### src/rtl/dnsarp_pkg.sv
// ----------------------------------------------------------------------------
// DNS A record parser package
// Shared types and constants for the byte-serial DNS reply parser.
// ----------------------------------------------------------------------------
package dnsarp_pkg;

    localparam int unsigned HeaderBytes = 12;
    localparam int unsigned FixedBytes  = 10;
    localparam int unsigned AddrBytes   = 4;

    localparam logic [15:0] QrBit     = 16'h8000;
    localparam logic [15:0] RcodeMask = 16'h000F;
    localparam logic [7:0]  PtrMask   = 8'hC0;

    localparam logic [15:0] TypeA     = 16'd1;
    localparam logic [15:0] LenA      = 16'd4;

    localparam logic [15:0] QTailBytes   = 16'd4;
    localparam logic [15:0] QPtrTailBytes = 16'd5;

    typedef enum logic [2:0] {
        ST_FOUND   = 3'd0,
        ST_SHORT   = 3'd1,
        ST_NOTRESP = 3'd2,
        ST_RCODE   = 3'd3,
        ST_NOANS   = 3'd4,
        ST_NOA     = 3'd5
    } status_t;

    typedef enum logic [8:0] {
        PH_HEADER = 9'b000000001,
        PH_QNAME  = 9'b000000010,
        PH_QSKIP  = 9'b000000100,
        PH_ANAME  = 9'b000001000,
        PH_APTR   = 9'b000010000,
        PH_AFIXED = 9'b000100000,
        PH_ADDR   = 9'b001000000,
        PH_ADATA  = 9'b010000000,
        PH_DONE   = 9'b100000000
    } phase_t;

    typedef struct packed {
        logic       valid;
        logic [7:0] rx_byte;
        logic       last;
    } beat_t;

    typedef struct packed {
        logic        valid;
        status_t     status;
        logic [31:0] address;
    } result_t;

endpackage

### src/rtl/dnsarp_if.sv
// ----------------------------------------------------------------------------
// DNS A record parser channels
// Valid/ready channels for the byte input and the result output.
// ----------------------------------------------------------------------------
interface dnsarp_byte_if;
    logic       valid;
    logic       ready;
    logic [7:0] rx_byte;
    logic       end_of_datagram;

    modport source (output valid, output rx_byte, output end_of_datagram, input ready);
    modport sink   (input valid, input rx_byte, input end_of_datagram, output ready);
endinterface

interface dnsarp_result_if;
    logic        valid;
    logic        ready;
    logic [2:0]  status;
    logic [31:0] address;

    modport source (output valid, output status, output address, input ready);
    modport sink   (input valid, input status, input address, output ready);
endinterface

### src/rtl/dnsarp_in_stage.sv
// ----------------------------------------------------------------------------
// DNS A record parser input stage
// Registers one incoming beat and releases it when the parser takes it.
// ----------------------------------------------------------------------------
module dnsarp_in_stage
    import dnsarp_pkg::*;
(
    input  logic                clk,
    input  logic                rst_n,
    dnsarp_byte_if.sink         req,
    input  logic                take,
    output beat_t               beat
);

    logic       valid_reg;
    logic       valid_next;
    logic [7:0] byte_reg;
    logic       last_reg;
    logic       load;

    assign req.ready  = !valid_reg || take;
    assign load       = req.valid && req.ready;
    assign valid_next = load ? 1'b1 : (take ? 1'b0 : valid_reg);

    always_ff @(posedge clk or negedge rst_n)
    begin
        if (!rst_n)
        begin
            valid_reg <= 1'b0;
        end
        else
        begin
            valid_reg <= valid_next;
        end
    end

    always_ff @(posedge clk)
    begin
        if (load)
        begin
            byte_reg <= req.rx_byte;
            last_reg <= req.end_of_datagram;
        end
    end

    assign beat.valid   = valid_reg;
    assign beat.rx_byte = byte_reg;
    assign beat.last    = last_reg;

endmodule

### src/rtl/dnsarp_core.sv
// ----------------------------------------------------------------------------
// DNS A record parser core
// Holds the parse state and advances it by one byte per taken beat.
// ----------------------------------------------------------------------------
module dnsarp_core
    import dnsarp_pkg::*;
(
    input  logic    clk,
    input  logic    rst_n,
    input  beat_t   beat,
    input  logic    out_free,
    output logic    take,
    output result_t result
);

    phase_t      phase_reg,   phase_next;
    logic [3:0]  offset_reg,  offset_next;
    logic [15:0] skip_reg,    skip_next;
    logic [15:0] flags_reg,   flags_next;
    logic [15:0] answers_reg, answers_next;
    logic [3:0]  field_reg,   field_next;
    logic [15:0] rtype_reg,   rtype_next;
    logic [15:0] dlen_reg,    dlen_next;
    logic [31:0] addr_reg,    addr_next;
    status_t     verdict_reg, verdict_next;

    logic [7:0]  b;
    logic [15:0] answers_dec;
    logic        is_ptr;
    status_t     final_status;

    assign b      = beat.rx_byte;
    assign is_ptr = (b & PtrMask) == PtrMask;
    assign take   = beat.valid && (!beat.last || out_free);
    assign answers_dec = answers_reg - 16'd1;

    always_comb
    begin
        phase_next   = phase_reg;
        offset_next  = offset_reg;
        skip_next    = skip_reg;
        flags_next   = flags_reg;
        answers_next = answers_reg;
        field_next   = field_reg;
        rtype_next   = rtype_reg;
        dlen_next    = dlen_reg;
        addr_next    = addr_reg;
        verdict_next = verdict_reg;

        unique case (phase_reg)
            PH_HEADER:
            begin
                case (offset_reg)
                    4'd2:    flags_next   = {b, flags_reg[7:0]};
                    4'd3:    flags_next   = {flags_reg[15:8], b};
                    4'd6:    answers_next = {b, answers_reg[7:0]};
                    4'd7:    answers_next = {answers_reg[15:8], b};
                    default: ;
                endcase
                offset_next = offset_reg + 4'd1;
                if (offset_reg == 4'(HeaderBytes - 1))
                begin
                    if ((flags_next & QrBit) == 16'd0)
                    begin
                        verdict_next = ST_NOTRESP;
                        phase_next   = PH_DONE;
                    end
                    else if ((flags_next & RcodeMask) != 16'd0)
                    begin
                        verdict_next = ST_RCODE;
                        phase_next   = PH_DONE;
                    end
                    else if (answers_next == 16'd0)
                    begin
                        verdict_next = ST_NOANS;
                        phase_next   = PH_DONE;
                    end
                    else
                    begin
                        verdict_next = ST_NOA;
                        phase_next   = PH_QNAME;
                        skip_next    = 16'd0;
                    end
                end
            end
            PH_QNAME:
            begin
                if (skip_reg != 16'd0)
                begin
                    skip_next = skip_reg - 16'd1;
                end
                else if (b == 8'd0)
                begin
                    skip_next  = QTailBytes;
                    phase_next = PH_QSKIP;
                end
                else if (is_ptr)
                begin
                    skip_next  = QPtrTailBytes;
                    phase_next = PH_QSKIP;
                end
                else
                begin
                    skip_next = {8'd0, b};
                end
            end
            PH_QSKIP:
            begin
                skip_next = skip_reg - 16'd1;
                if (skip_next == 16'd0)
                begin
                    phase_next = PH_ANAME;
                end
            end
            PH_ANAME:
            begin
                if (skip_reg != 16'd0)
                begin
                    skip_next = skip_reg - 16'd1;
                end
                else if (b == 8'd0)
                begin
                    phase_next = PH_AFIXED;
                    field_next = 4'd0;
                end
                else if (is_ptr)
                begin
                    phase_next = PH_APTR;
                end
                else
                begin
                    skip_next = {8'd0, b};
                end
            end
            PH_APTR:
            begin
                phase_next = PH_AFIXED;
                field_next = 4'd0;
            end
            PH_AFIXED:
            begin
                case (field_reg)
                    4'd0:    rtype_next = {b, 8'd0};
                    4'd1:    rtype_next = rtype_reg | {8'd0, b};
                    4'd8:    dlen_next  = {b, 8'd0};
                    4'd9:    dlen_next  = dlen_reg | {8'd0, b};
                    default: ;
                endcase
                if (field_reg >= 4'(FixedBytes - 1))
                begin
                    field_next = 4'd0;
                    if (rtype_next == TypeA && dlen_next == LenA)
                    begin
                        phase_next = PH_ADDR;
                        addr_next  = 32'd0;
                    end
                    else if (dlen_next == 16'd0)
                    begin
                        answers_next = answers_dec;
                        phase_next   = (answers_dec == 16'd0) ? PH_DONE : PH_ANAME;
                        skip_next    = 16'd0;
                    end
                    else
                    begin
                        skip_next  = dlen_next;
                        phase_next = PH_ADATA;
                    end
                end
                else
                begin
                    field_next = field_reg + 4'd1;
                end
            end
            PH_ADDR:
            begin
                addr_next  = {addr_reg[23:0], b};
                field_next = field_reg + 4'd1;
                if (field_next >= 4'(AddrBytes))
                begin
                    verdict_next = ST_FOUND;
                    phase_next   = PH_DONE;
                end
            end
            PH_ADATA:
            begin
                skip_next = skip_reg - 16'd1;
                if (skip_next == 16'd0)
                begin
                    answers_next = answers_dec;
                    phase_next   = (answers_dec == 16'd0) ? PH_DONE : PH_ANAME;
                    skip_next    = 16'd0;
                end
            end
            PH_DONE:
            begin
            end
            default:
            begin
            end
        endcase
    end

    assign final_status = (phase_next == PH_HEADER) ? ST_SHORT : verdict_next;

    always_comb
    begin
        result.valid   = take && beat.last;
        result.status  = final_status;
        result.address = (final_status == ST_FOUND) ? addr_next : 32'd0;
    end

    always_ff @(posedge clk or negedge rst_n)
    begin
        if (!rst_n)
        begin
            phase_reg   <= PH_HEADER;
            offset_reg  <= 4'd0;
            skip_reg    <= 16'd0;
            flags_reg   <= 16'd0;
            answers_reg <= 16'd0;
            field_reg   <= 4'd0;
            rtype_reg   <= 16'd0;
            dlen_reg    <= 16'd0;
            addr_reg    <= 32'd0;
            verdict_reg <= ST_NOA;
        end
        else if (take)
        begin
            if (beat.last)
            begin
                phase_reg   <= PH_HEADER;
                offset_reg  <= 4'd0;
                skip_reg    <= 16'd0;
                flags_reg   <= 16'd0;
                answers_reg <= 16'd0;
                field_reg   <= 4'd0;
                rtype_reg   <= 16'd0;
                dlen_reg    <= 16'd0;
                addr_reg    <= 32'd0;
                verdict_reg <= ST_NOA;
            end
            else
            begin
                phase_reg   <= phase_next;
                offset_reg  <= offset_next;
                skip_reg    <= skip_next;
                flags_reg   <= flags_next;
                answers_reg <= answers_next;
                field_reg   <= field_next;
                rtype_reg   <= rtype_next;
                dlen_reg    <= dlen_next;
                addr_reg    <= addr_next;
                verdict_reg <= verdict_next;
            end
        end
    end

    // A result leaves only together with the final beat of a datagram.
    assert property (@(posedge clk) disable iff (!rst_n)
        result.valid |-> (beat.valid && beat.last))
        else $error("result without final beat");

    // The address is nonzero only for a found record.
    assert property (@(posedge clk) disable iff (!rst_n)
        (result.valid && result.status != ST_FOUND) |-> (result.address == 32'd0))
        else $error("address set without a found record");

    // After the final beat the parser is back in the header phase.
    assert property (@(posedge clk) disable iff (!rst_n)
        (take && beat.last) |=> (phase_reg == PH_HEADER && offset_reg == 4'd0))
        else $error("parser did not re-arm after final beat");

    // The header phase only lasts for the header bytes.
    assert property (@(posedge clk) disable iff (!rst_n)
        (phase_reg == PH_HEADER) |-> (offset_reg < 4'(HeaderBytes)))
        else $error("header offset out of range");

endmodule

### src/rtl/dnsarp_out_stage.sv
// ----------------------------------------------------------------------------
// DNS A record parser output stage
// Holds one result beat until the downstream side takes it.
// ----------------------------------------------------------------------------
module dnsarp_out_stage
    import dnsarp_pkg::*;
(
    input  logic              clk,
    input  logic              rst_n,
    input  result_t           result,
    output logic              out_free,
    dnsarp_result_if.source   rsp
);

    logic        valid_reg;
    logic        valid_next;
    status_t     status_reg;
    logic [31:0] address_reg;

    assign out_free   = !valid_reg || rsp.ready;
    assign valid_next = result.valid ? 1'b1 : (rsp.ready ? 1'b0 : valid_reg);

    always_ff @(posedge clk or negedge rst_n)
    begin
        if (!rst_n)
        begin
            valid_reg <= 1'b0;
        end
        else
        begin
            valid_reg <= valid_next;
        end
    end

    always_ff @(posedge clk)
    begin
        if (result.valid)
        begin
            status_reg  <= result.status;
            address_reg <= result.address;
        end
    end

    assign rsp.valid   = valid_reg;
    assign rsp.status  = status_reg;
    assign rsp.address = address_reg;

endmodule

### src/rtl/dns_a_record_response_parser.sv
// ----------------------------------------------------------------------------
// DNS A record response parser
// Parses a DNS reply byte by byte and reports the first IPv4 A record.
// ----------------------------------------------------------------------------
// The parser accepts one reply byte per clock cycle and never stalls on its
// own; the only back-pressure comes from a held result that the downstream
// side has not yet taken, which blocks the final byte of the next datagram.
// Each byte passes through an input register and the combinational parse
// logic; the status and address of a datagram are held in the result
// register after the core takes the final beat from the input register.
module dns_a_record_response_parser
    import dnsarp_pkg::*;
(
    input  logic             clk,
    input  logic             rst_n,
    dnsarp_byte_if.sink      req,
    dnsarp_result_if.source  rsp
);

    beat_t   beat;
    result_t result;
    logic    take;
    logic    out_free;

    dnsarp_in_stage u_in_stage (
        .clk   (clk),
        .rst_n (rst_n),
        .req   (req),
        .take  (take),
        .beat  (beat)
    );

    dnsarp_core u_core (
        .clk      (clk),
        .rst_n    (rst_n),
        .beat     (beat),
        .out_free (out_free),
        .take     (take),
        .result   (result)
    );

    dnsarp_out_stage u_out_stage (
        .clk      (clk),
        .rst_n    (rst_n),
        .result   (result),
        .out_free (out_free),
        .rsp      (rsp)
    );

endmodule

### src/flat_wrapper.sv
// flat-port wrapper written by rule: the top's interface ports become plain ports
module dns_a_record_response_parser_flat import dnsarp_pkg::*;
  (clk, rst_n, req_valid, req_rx_byte, req_end_of_datagram, req_ready, rsp_valid, rsp_status, rsp_address, rsp_ready);
  dnsarp_byte_if req_i ();
  dnsarp_result_if rsp_i ();
  input  logic clk;
  input  logic rst_n;
  input wire logic [$bits(req_i.valid)-1:0] req_valid;
  input wire logic [$bits(req_i.rx_byte)-1:0] req_rx_byte;
  input wire logic [$bits(req_i.end_of_datagram)-1:0] req_end_of_datagram;
  output wire logic [$bits(req_i.ready)-1:0] req_ready;
  output wire logic [$bits(rsp_i.valid)-1:0] rsp_valid;
  output wire logic [$bits(rsp_i.status)-1:0] rsp_status;
  output wire logic [$bits(rsp_i.address)-1:0] rsp_address;
  input wire logic [$bits(rsp_i.ready)-1:0] rsp_ready;
  assign req_i.valid = req_valid;
  assign req_i.rx_byte = req_rx_byte;
  assign req_i.end_of_datagram = req_end_of_datagram;
  assign req_ready = req_i.ready;
  assign rsp_valid = rsp_i.valid;
  assign rsp_status = rsp_i.status;
  assign rsp_address = rsp_i.address;
  assign rsp_i.ready = rsp_ready;
  dns_a_record_response_parser u_core (.clk(clk), .rst_n(rst_n), .req(req_i), .rsp(rsp_i));
endmodule
### config.mk
export PLATFORM = sky130hd
export DESIGN_NAME = dns_a_record_response_parser_flat
export DESIGN_NICKNAME = d
export VERILOG_FILES = /design/src/rtl/dnsarp_pkg.sv /design/src/rtl/dnsarp_if.sv /design/src/rtl/dnsarp_in_stage.sv /design/src/rtl/dnsarp_core.sv /design/src/rtl/dnsarp_out_stage.sv /design/src/rtl/dns_a_record_response_parser.sv /design/src/flat_wrapper.sv
export SDC_FILE = /design/constraint.sdc
export NUM_CORES = 1
export LEC_CHECK = 0
export ABC_AREA = 1
export BUFFER_PORTS_ARGS = -buffer_cell sky130_fd_sc_hd__buf_4
export CORE_ASPECT_RATIO = 0.6
export CORE_MARGIN = 2
export CORE_UTILIZATION = 48
export DETAILED_ROUTE_END_ITERATION = 10
export MAX_ROUTING_LAYER = met4
export PLACE_DENSITY = 0.69
export SKIP_LAST_GASP = 1
export SLEW_MARGIN = 20
export SYNTH_ARGS = -nofsm -noshare
export SYNTH_HDL_FRONTEND = slang
export SYNTH_SLANG_ARGS = --single-unit
### constraint.sdc
create_clock -name clk -period 7.3 [get_ports clk]
set_input_delay 1.095 -clock clk [delete_from_list [all_inputs] [get_ports clk]]
set_output_delay 1.095 -clock clk [all_outputs]
set_load 0.03 [all_outputs]
==> results of run 1 <==
==> cells by family after synthesis <==
family,Yosys count
adder cells (fa/ha/maj),9
XOR/XNOR,12
AO/OA/AOI/OAI,244
flip-flops,167
buffers and inverters,242
AND/OR/NAND/NOR,842
==> per-layer routing <==
metal	routed length, µm	part of all wire, %	global-route usage, %
met5	0	0	-
met4	199	0.59	4.82
met3	4580	14	11.4
met2	12500	37	37.2
met1	16500	49	47.9
==> worst max-delay path, stage by stage, from the launching register on <==
cell and delay (ps):
dfrtp_1 430, nor2_2 170, nand2_1 110, nor2_1 120, inv_2 90, nor2_4 360
inv_2 280, nand2_1 740, nor2_1 170, nand2_1 100, nor2_1 40, nor3_1 130
nand2_1 90, nor2_2 110, buf_4 330, inv_1 140, nand2_1 80, nand2_1 60
==> where the power goes <==
group          switching, mW  internal (mW)  total (mW)
Clock                  0.433          0.490       0.923
Sequential            0.0377           1.01        1.05
Combinational          0.436          0.162       0.597
Total                  0.906           1.66        2.57
==> per-stage QoR <==
| stage | cell area (µm²) | hold WS [ps] |
|---|---|---|
| after detailed placement | 11100 | 465 |
| after global routing | 11700 | 504 |
| final | 11700 | 486 |
| after CTS | 11700 | 485 |
| after global placement | 11100 | 462 |
| after floorplan | 10600 | 449 |
==> layout make-up <==
class | instances | share of cell area, %
multi-input combinational | 1107 | 44.3
tap | 279 | 2.99
clock buffer | 19 | 3.79
sequential | 167 | 37.7
clock inverter | 13 | 1.18
timing repair buffer | 59 | 3.77
antenna | 1 | 0.0214
inverter | 195 | 6.29
==> placed cells by master, fill, tap and decap left out, types with 11 or more instances in the layout <==
cell | synthesis | routed
a21oi_1 | 41 | 41
o21ai_0 | 118 | 118
dfrtp_1 | 120 | 120
clkbuf_16 | 0 | 17
nor2_1 | 184 | 183
buf_4 | 2 | 58
nand3_1 | 105 | 105
edfxtp_1 | 44 | 44
nand2_1 | 471 | 471
o22ai_1 | 54 | 54
inv_2 | 11 | 11
nand2_2 | 11 | 11
inv_1 | 183 | 183
nand4_1 | 12 | 12
and2_1 | 11 | 11
nor3_1 | 13 | 13
==> worst min-delay path by stage <==
stage	cells past startpoint	slack (ps)	end
after floorplan	2	450	u_core.u_core.addr_reg[24]
after global placement	2	460	u_core.u_core.addr_reg[29]
after detailed placement	2	470	u_core.u_core.addr_reg[31]
after CTS	2	480	u_core.u_core.addr_reg[27]
after global routing	2	500	u_core.u_core.addr_reg[29]
final	2	490	u_core.u_core.addr_reg[29]
==> flow_metrics.env, run 1 <==
export IMPL_status="completed"
export IMPL_drive_gt1_share_pct=10.2
export IMPL_wl_mm=33.8
export IMPL_numCtsBuffers=17
export IMPL_mappedNetlistArea_um2=10600
export IMPL_reg2reg_to="u_core.u_core.skip_reg[0]"
export IMPL_worstHoldStart="u_core.u_core.addr_reg[29]"
export IMPL_drt_iter0_markers=1562
export IMPL_worst_r2r_cell_count=17
export IMPL_setup_viol=0
export IMPL_path_max_fanout=29
export IMPL_synthSimpleGateAreaFrac_pct=33.7
export IMPL_seqCellArea_um2=4400
export IMPL_synth_most_common_cell="nand2_1"
export IMPL_synthAdderAreaFrac_pct=1.07
export IMPL_drc=0
export IMPL_grt_pass1_wl_mm=53.1
export IMPL_ys_flop_type="dfrtp_1"
export IMPL_vias_per_cell=5.64
export IMPL_arrival_ps=4010
export IMPL_cp_required_ps=7630
export IMPL_start_util_pct=49.6
export IMPL_p_leak_nw=5.69
export IMPL_hold_class="register to register"
export IMPL_cts_htree_levels=4
export IMPL_pre_cts_ws_ps=3740
export IMPL_placeableCoreArea_um2=21300
export IMPL_ctsHoldBuffers=0
export IMPL_postSynthCellCount=1516
export IMPL_synth_xor_area_share_pct=0.995
export IMPL_die_w_um=195
export IMPL_path_class="register to register"
export IMPL_dp_hpwl_mm=24.5
export IMPL_synth_cell_types=46
export IMPL_cts_setup_buffers=0
export IMPL_setup_ws_ps=3620
export IMPL_grt_max_degree=69
export IMPL_gp_congestion=1.03
export IMPL_hold_violations=0
export IMPL_p_total_mw=2.57
export IMPL_instances_no_fill=1840
export IMPL_ys_seq_area_share_pct=41.7
export IMPL_first_pass_iters=6
export IMPL_clk_latency_ps=450
export IMPL_period_share_pct=50.4
export IMPL_synth_edf_count=44
export IMPL_grt_overflow=0
export IMPL_wl_per_cell_um=18.4
export IMPL_rows=41
export IMPL_grt_pass1_vias=9225
export IMPL_synth_top_area_cell="dfrtp_1"
export IMPL_period_needed_ps=3680
export IMPL_relSlewSlack_pct=37.3
export IMPL_power_density_nw_per_um2=220
export IMPL_tns_ps=0
export IMPL_synth_compound_area_share_pct=13.1
export IMPL_ir_worst_vdd_v=0.000168
export IMPL_synth_async_sr_flop_share_pct=73.7
export IMPL_r2r_start="u_core.u_core.phase_reg[2]"
export IMPL_die_h_um=119
export IMPL_start_kind="register"
export IMPL_synth_nets=1538
export IMPL_finalNetCount=1569
export IMPL_cts_resized_gates=0
export IMPL_worst_slew_pin_slew_ps=938
export IMPL_yosysWarnings=0
export IMPL_grt_setup_unrepaired="false"
export IMPL_tritoncts="built"
export IMPL_worstSetupEndpoint="u_core.u_core.skip_reg[0]"
export IMPL_via_count=10400
export IMPL_dp_cells=1806
export IMPL_r2r_setup_slack_ps=3620
export IMPL_synth_area_per_cell_um2=6.97
export IMPL_utilization_pct=54.9
export IMPL_clkSinkCount=167
export IMPL_drv_slew=0
export IMPL_max_freq_mhz=272
export IMPL_synth_top_family_by_area="simple AND/OR/NAND/NOR gates"
export IMPL_ys_ff_latch=167
export IMPL_path_clk_slew_ps=70
export IMPL_io_pins=50
export IMPL_ant_nets=0
export IMPL_track_usage_pct=30.8
export IMPL_synth_area_mux_share_pct=0
export IMPL_max_cap_viol_count=0
export IMPL_worstSetupEndpointType="register"
export IMPL_cts_root_buf="clkbuf_16"
export IMPL_synth_area_top_cells="dfrtp_1 28%, nand2_1 17%, edfxtp_1 13%, nor2_1 6.5%, inv_1 6.5%"
export IMPL_ys_top_cells_by_count="471 x nand2_1, 184 x nor2_1, 183 x inv_1"
export IMPL_crit_path_start="u_core.u_core.phase_reg[2]"
export IMPL_dieArea_um2=23200
export IMPL_synth_top_area_share_pct=28.4
export IMPL_numPortBuffers=49
export IMPL_multi_input_area_um2=5170
export IMPL_fin_skew_ps=9.71
export IMPL_antenna_found_initial=1
export IMPL_fillCellCount=2029
export IMPL_cts_buffer_depth=2
export IMPL_area_growth_pct=10.6
Note: power is estimated with default switching activity, not from simulation.
==> inputs of run 2 (changes only) <==
==> constraint.sdc (replaced) <==
create_clock -name clk -period 3.6 [get_ports clk]
set_input_delay 0.54 -clock clk [delete_from_list [all_inputs] [get_ports clk]]
set_output_delay 0.54 -clock clk [all_outputs]
set_load 0.03 [all_outputs]
==> run 2 against run 1 <==
Against the previous run: clock power up 96%; flip-flop and latch count unchanged; first-iteration DRC count down 23%; clock skew up 2.7 ps; critical path depth down 3; core utilization up 0.53 points; sequential share of layout area down 0.36 points; die area unchanged; sequential power up 100%; non-clock buffer count up 17.
==> flow_metrics.env, run 2 (synthesis gave the netlist of run 1 again) <==
export IMPL_vias_per_cell=5.62
export IMPL_relSlewSlack_pct=53.7
export IMPL_numCtsBuffers=17
export IMPL_die_h_um=119
export IMPL_arrival_ps=3600
export IMPL_crit_chain="inv_1, ha_1, nand3_2, nor2_4, o21ai_0, nor2_1, nand2_1, nor2_1, nand2_1, o21ai_2, nand3_2, nor2_4, inv_2, nor2_1"
export IMPL_worst_r2r_cell_count=14
export IMPL_path_max_fanout=26
export IMPL_cts_buffer_depth=2
export IMPL_p_int_mw=3.38
export IMPL_reg2reg_to="u_core.u_out_stage.rsp.address[13]"
export IMPL_grt_pass1_wl_mm=53.6
export IMPL_wl_per_cell_um=18.2
export IMPL_max_freq_mhz=303
export IMPL_cpPeakStageDelay_ps=580
export IMPL_ctsHoldBuffers=0
export IMPL_gp_congestion=0.971
export IMPL_hold_violations=0
export IMPL_numPortBuffers=49
export IMPL_setup_ws_ps=303
export IMPL_p_total_mw=5.13
export IMPL_period_needed_ps=3300
export IMPL_pre_cts_ws_ps=361
export IMPL_drt_iter0_markers=1198
export IMPL_p_leak_nw=5.76
export IMPL_setup_viol=0
export IMPL_fin_skew_ps=12.4
export IMPL_ir_worst_vdd_v=0.000377
export IMPL_grt_max_degree=50
export IMPL_period_share_pct=91.6
export IMPL_slowest_stage="nor2_4"
export IMPL_power_frac_seq_pct=41.5
export IMPL_io_pins=50
export IMPL_final_cell_area_um2=11800
export IMPL_drive_gt1_share_pct=10.9
export IMPL_die_w_um=195
export IMPL_path_clk_slew_ps=70
export IMPL_crit_buf_inv=2
export IMPL_pwr_share_comb_pct=23.3
export IMPL_path_class="register to register"
export IMPL_track_usage_pct=31.0
export IMPL_p_switching_mw=1.76
export IMPL_swShare_pct=34.2
export IMPL_layout_cells_most_common="nand2_1"
export IMPL_first_pass_iters=6
export IMPL_grt_pass1_vias=9452
export IMPL_worst_slew_pin_slew_ps=693
export IMPL_hold_class="input port to async pin"
export IMPL_max_cap_viol_count=0
export IMPL_drv_slew=0
export IMPL_tns_ps=0
export IMPL_cts_setup_buffers=0
export IMPL_via_count=10400
export IMPL_place_area_um2=11200
export IMPL_final_cell_mix="471 x nand2_1, 183 x inv_1, 183 x nor2_1"
export IMPL_area_growth_pct=11.6
export IMPL_cpMostUsedCell="nor2_1"
export IMPL_r2r_start="u_core.u_core.offset_reg[0]"
export IMPL_tritoncts="built"
export IMPL_cp_top_family="simple AND/OR/NAND/NOR gates"
export IMPL_finalNetCount=1586
export IMPL_start_util_pct=49.6
export IMPL_clk_latency_ps=450
export IMPL_status="completed"
export IMPL_rows=41
export IMPL_cts_root_buf="clkbuf_16"
export IMPL_start_kind="register"
export IMPL_placeableCoreArea_um2=21300
export IMPL_p_clk_share_pct=35.2
export IMPL_cts_htree_levels=4
export IMPL_antenna_found_initial=2
export IMPL_power_density_nw_per_um2=435
export IMPL_dieArea_um2=23200
export IMPL_clkSinkCount=167
export IMPL_ant_nets=0
export IMPL_worstSetupEndpointType="register"
export IMPL_grt_overflow=0
export IMPL_dp_hpwl_mm=24.9
export IMPL_cp_required_ps=3900
export IMPL_grt_setup_unrepaired="false"
export IMPL_drc=0
export IMPL_wl_mm=33.9
export IMPL_r2r_setup_slack_ps=300
==> run 2: cell types whose count changed in the layout (fill, tap and decap cells not counted), moves of 2 or more <==
cell | before | now
inv_8 | 2 | 0
inv_4 | 3 | 1
buf_4 | 58 | 76
clkbuf_1 | 1 | 3
clkinv_1 | 0 | 3
==> run 2: routing by layer <==
metal	global-route usage, %	routed length, µm	part of all wire [%]	vias up
met5	-	0	0	-
met4	5.53	293	0.87	0
met3	10.2	4590	14	32
met2	38.0	12400	37	605
met1	48.4	16500	49	4809
li1	-	-	-	4996
==> run 2: layout make-up <==
class	count	area, µm²
flip-flops and latches	167	4400
well taps	279	349
diodes	2	5.00
clock inverters	10	92.6
inverters	195	734
multi-input cells	1107	5170
fillers	2058	9500
clock buffers	22	464
repair buffers	76	571
==> run 2: how the worst max path moves through the flow <==
stage | endpoint | cells after the start | startpoint
6_report | u_core.u_out_stage.rsp.address[13] | 14 | u_core.u_core.offset_reg[0]
4_1_cts | u_core.u_out_stage.rsp.address[9] | 14 | u_core.u_core.offset_reg[0]
5_1_grt | u_core.u_out_stage.rsp.address[9] | 14 | u_core.u_core.offset_reg[0]
2_1_floorplan | u_core.u_out_stage.rsp.address[4] | 18 | u_core.u_core.field_reg[0]
3_5_place_dp | u_core.u_out_stage.rsp.address[12] | 14 | u_core.u_core.offset_reg[0]
3_3_place_gp | u_core.u_out_stage.rsp.address[13] | 14 | u_core.u_core.offset_reg[0]
==> run 2: metrics by stage <==
step | util, % | hold slack, ps | std cells
2_1_floorplan | - | 244 | 1516
3_3_place_gp | 52.7 | 462 | 1824
3_5_place_dp | 52.7 | 466 | 1824
4_1_cts | 55.3 | 118 | 1856
5_1_grt | 55.4 | 139 | 1858
6_report | 55.4 | 87.7 | 1858
==> run 2: power groups by stage <==
| stage | logic, mW | registers, mW | clock network (mW) |
|---|---|---|---|
| 2_1_floorplan | 0.821 | 2.18 | 0 |
| 3_3_place_gp | 1.16 | 2.16 | 0 |
| 3_5_place_dp | 1.18 | 2.16 | 0 |
| 4_1_cts | 1.18 | 2.13 | 1.83 |
| 5_1_grt | 1.33 | 2.14 | 1.91 |
| 6_report | 1.20 | 2.13 | 1.81 |
==> run 2: repair_timing <==
item / 4_1_cts / 5_1_grt
gates resized for setup: 0 / 1
endpoints found under the hold margin: 0 / 0
endpoints found under the setup margin: 0 / 1
==> inputs of run 3 (changes only) <==
--- a/config.mk
+++ b/config.mk
@@ -11,7 +11,6 @@
 export CORE_MARGIN = 2
 export CORE_UTILIZATION = 48
 export DETAILED_ROUTE_END_ITERATION = 10
-export MAX_ROUTING_LAYER = met4
 export PLACE_DENSITY = 0.69
 export SKIP_LAST_GASP = 1
 export SLEW_MARGIN = 20
==> run 3 against run 2 <==
Against the previous run: hold slack got worse by 51 ps; power barely moved; die area did not move; largest cell class unchanged; highest routed layer is now met5.
==> flow_metrics.env, run 3 (synthesis gave the netlist of run 1 again) <==
export IMPL_numCtsBuffers=17
export IMPL_hold_class="input port to async pin"
export IMPL_p_int_mw=3.35
export IMPL_final_cell_area_um2=11800
export IMPL_grt_pass1_vias=9240
export IMPL_die_w_um=195
export IMPL_fin_hold_ws_ps=36.9
export IMPL_start_util_pct=49.6
export IMPL_vias_per_cell=5.65
export IMPL_cts_root_buf="clkbuf_16"
export IMPL_period_share_pct=87.7
export IMPL_grt_max_degree=94
export IMPL_max_freq_mhz=317
export IMPL_drv_slew=0
export IMPL_dp_cells=1819
export IMPL_relSlewSlack_pct=38.1
export IMPL_tns_ps=0
export IMPL_place_area_um2=11200
export IMPL_clk_latency_ps=460
export IMPL_worst_slew_pin_slew_ps=926
export IMPL_path_class="register to register"
export IMPL_io_pins=50
export IMPL_tritoncts="built"
export IMPL_dieArea_um2=23200
export IMPL_n_antenna_cell=0
export IMPL_area_growth_pct=11.5
export IMPL_drt_iter0_markers=1487
export IMPL_dp_hpwl_mm=24.1
export IMPL_worst_r2r_cell_count=13
export IMPL_path_clk_slew_ps=60
export IMPL_grt_setup_unrepaired="false"
export IMPL_p_clk_share_pct=34.9
export IMPL_finalNetCount=1581
export IMPL_die_h_um=119
export IMPL_start_kind="register"
export IMPL_final_cell_mix="471 x nand2_1, 183 x inv_1, 183 x nor2_1"
export IMPL_status="completed"
export IMPL_p_switching_mw=1.78
export IMPL_r2r_setup_slack_ps=440
export IMPL_ir_worst_vdd_v=0.000348
export IMPL_power_density_nw_per_um2=436
export IMPL_via_count=10500
export IMPL_period_needed_ps=3160
export IMPL_utilization_pct=55.3
export IMPL_slowest_stage="nor3_1"
export IMPL_instances_no_fill=1851
export IMPL_swShare_pct=34.7
export IMPL_cts_buffer_depth=2
export IMPL_cp_top_family="simple AND/OR/NAND/NOR gates"
export IMPL_worstSetupEndpointType="register"
export IMPL_fillCellCount=2035
export IMPL_grt_overflow=0
export IMPL_arrival_ps=3460
export IMPL_fin_skew_ps=18.9
export IMPL_cts_setup_buffers=0
export IMPL_p_leak_nw=5.75
export IMPL_crit_buf_inv=4
export IMPL_clkSinkCount=167
export IMPL_r2r_start="u_core.u_core.offset_reg[1]"
export IMPL_wl_per_cell_um=18.0
export IMPL_numPortBuffers=49
export IMPL_ant_nets=0
export IMPL_reg2reg_to="u_core.u_out_stage.rsp.address[13]"
export IMPL_antenna_found_initial=1
export IMPL_first_pass_iters=6
export IMPL_cp_required_ps=3900
export IMPL_wl_mm=33.3
export IMPL_setup_viol=0
export IMPL_cpPeakStageDelay_ps=680
export IMPL_track_usage_pct=29.7
export IMPL_grt_pass1_wl_mm=52.9
export IMPL_placeableCoreArea_um2=21300
export IMPL_rows=41
export IMPL_cts_resized_gates=0
export IMPL_power_frac_seq_pct=41.5
export IMPL_pwr_share_comb_pct=23.6
export IMPL_gp_congestion=0.946
export IMPL_drc=0
export IMPL_ctsHoldBuffers=0
export IMPL_cts_htree_levels=4
export IMPL_max_cap_viol_count=0
export IMPL_drive_gt1_share_pct=10.8
export IMPL_hold_violations=0
export IMPL_path_max_fanout=26
export IMPL_crit_chain="ha_1, inv_1, nor3_1, nor2_1, inv_1, nand3_1, nand2_1, a21boi_2, nand2_2, nor2_4, buf_4, inv_2, nor2_1"
export IMPL_layout_cells_most_common="nand2_1"
-- run 3: per-stage QoR --
step / setup slack (ps) / power (mW)
2_1_floorplan: 1180 / 3.00
3_5_place_dp: 444 / 3.35
4_1_cts: 428 / 5.13
3_3_place_gp: 500 / 3.33
5_1_grt: 131 / 5.37
6_report: 442 / 5.13
-- run 3: layer usage --
layer  vias to the layer above  global-route usage (%)  part of all wire [%]
met5                         -                       0                 0.051
met4                         2                    5.68                  0.83
met3                        29                    9.54                    13
met2                       596                    35.9                    36
met1                      4860                    49.3                    50
li1                       4977                       -                     -
-- run 3: layout make-up --
cell class              instances  area (µm²)  share of cell area [%]
flip-flops and latches        167        4400                    37.4
well taps                     279         349                    2.97
multi-input cells            1107        5170                    44.0
repair buffers                 71         558                    4.74
inverters                     195         734                    6.24
clock inverters                14         123                    1.04
clock buffers                  18         429                    3.65
-- run 3: power groups by stage --
stage,clock network [mW],logic [mW],registers (mW)
2_1_floorplan,0,0.821,2.18
3_3_place_gp,0,1.17,2.16
3_5_place_dp,0,1.19,2.16
4_1_cts,1.82,1.19,2.12
5_1_grt,1.89,1.34,2.14
6_report,1.79,1.21,2.13
-- run 3: worst max-delay path by stage --
| stage | start | endpoint | slack [ps] | cells after the start |
|---|---|---|---|---|
| floorplan | u_core.u_core.field_reg[0] | u_core.u_out_stage.rsp.address[4] | 1180 | 18 |
| global placement | u_core.u_core.field_reg[0] | u_core.u_out_stage.rsp.address[4] | 500 | 16 |
| detailed placement | u_core.u_core.field_reg[0] | u_core.u_out_stage.rsp.address[1] | 440 | 16 |
| CTS | u_core.u_core.field_reg[0] | u_core.u_out_stage.rsp.address[1] | 430 | 16 |
| global route | u_core.u_core.field_reg[0] | u_core.u_out_stage.rsp.address[2] | 130 | 16 |
| finish | u_core.u_core.offset_reg[1] | u_core.u_out_stage.rsp.address[13] | 440 | 13 |
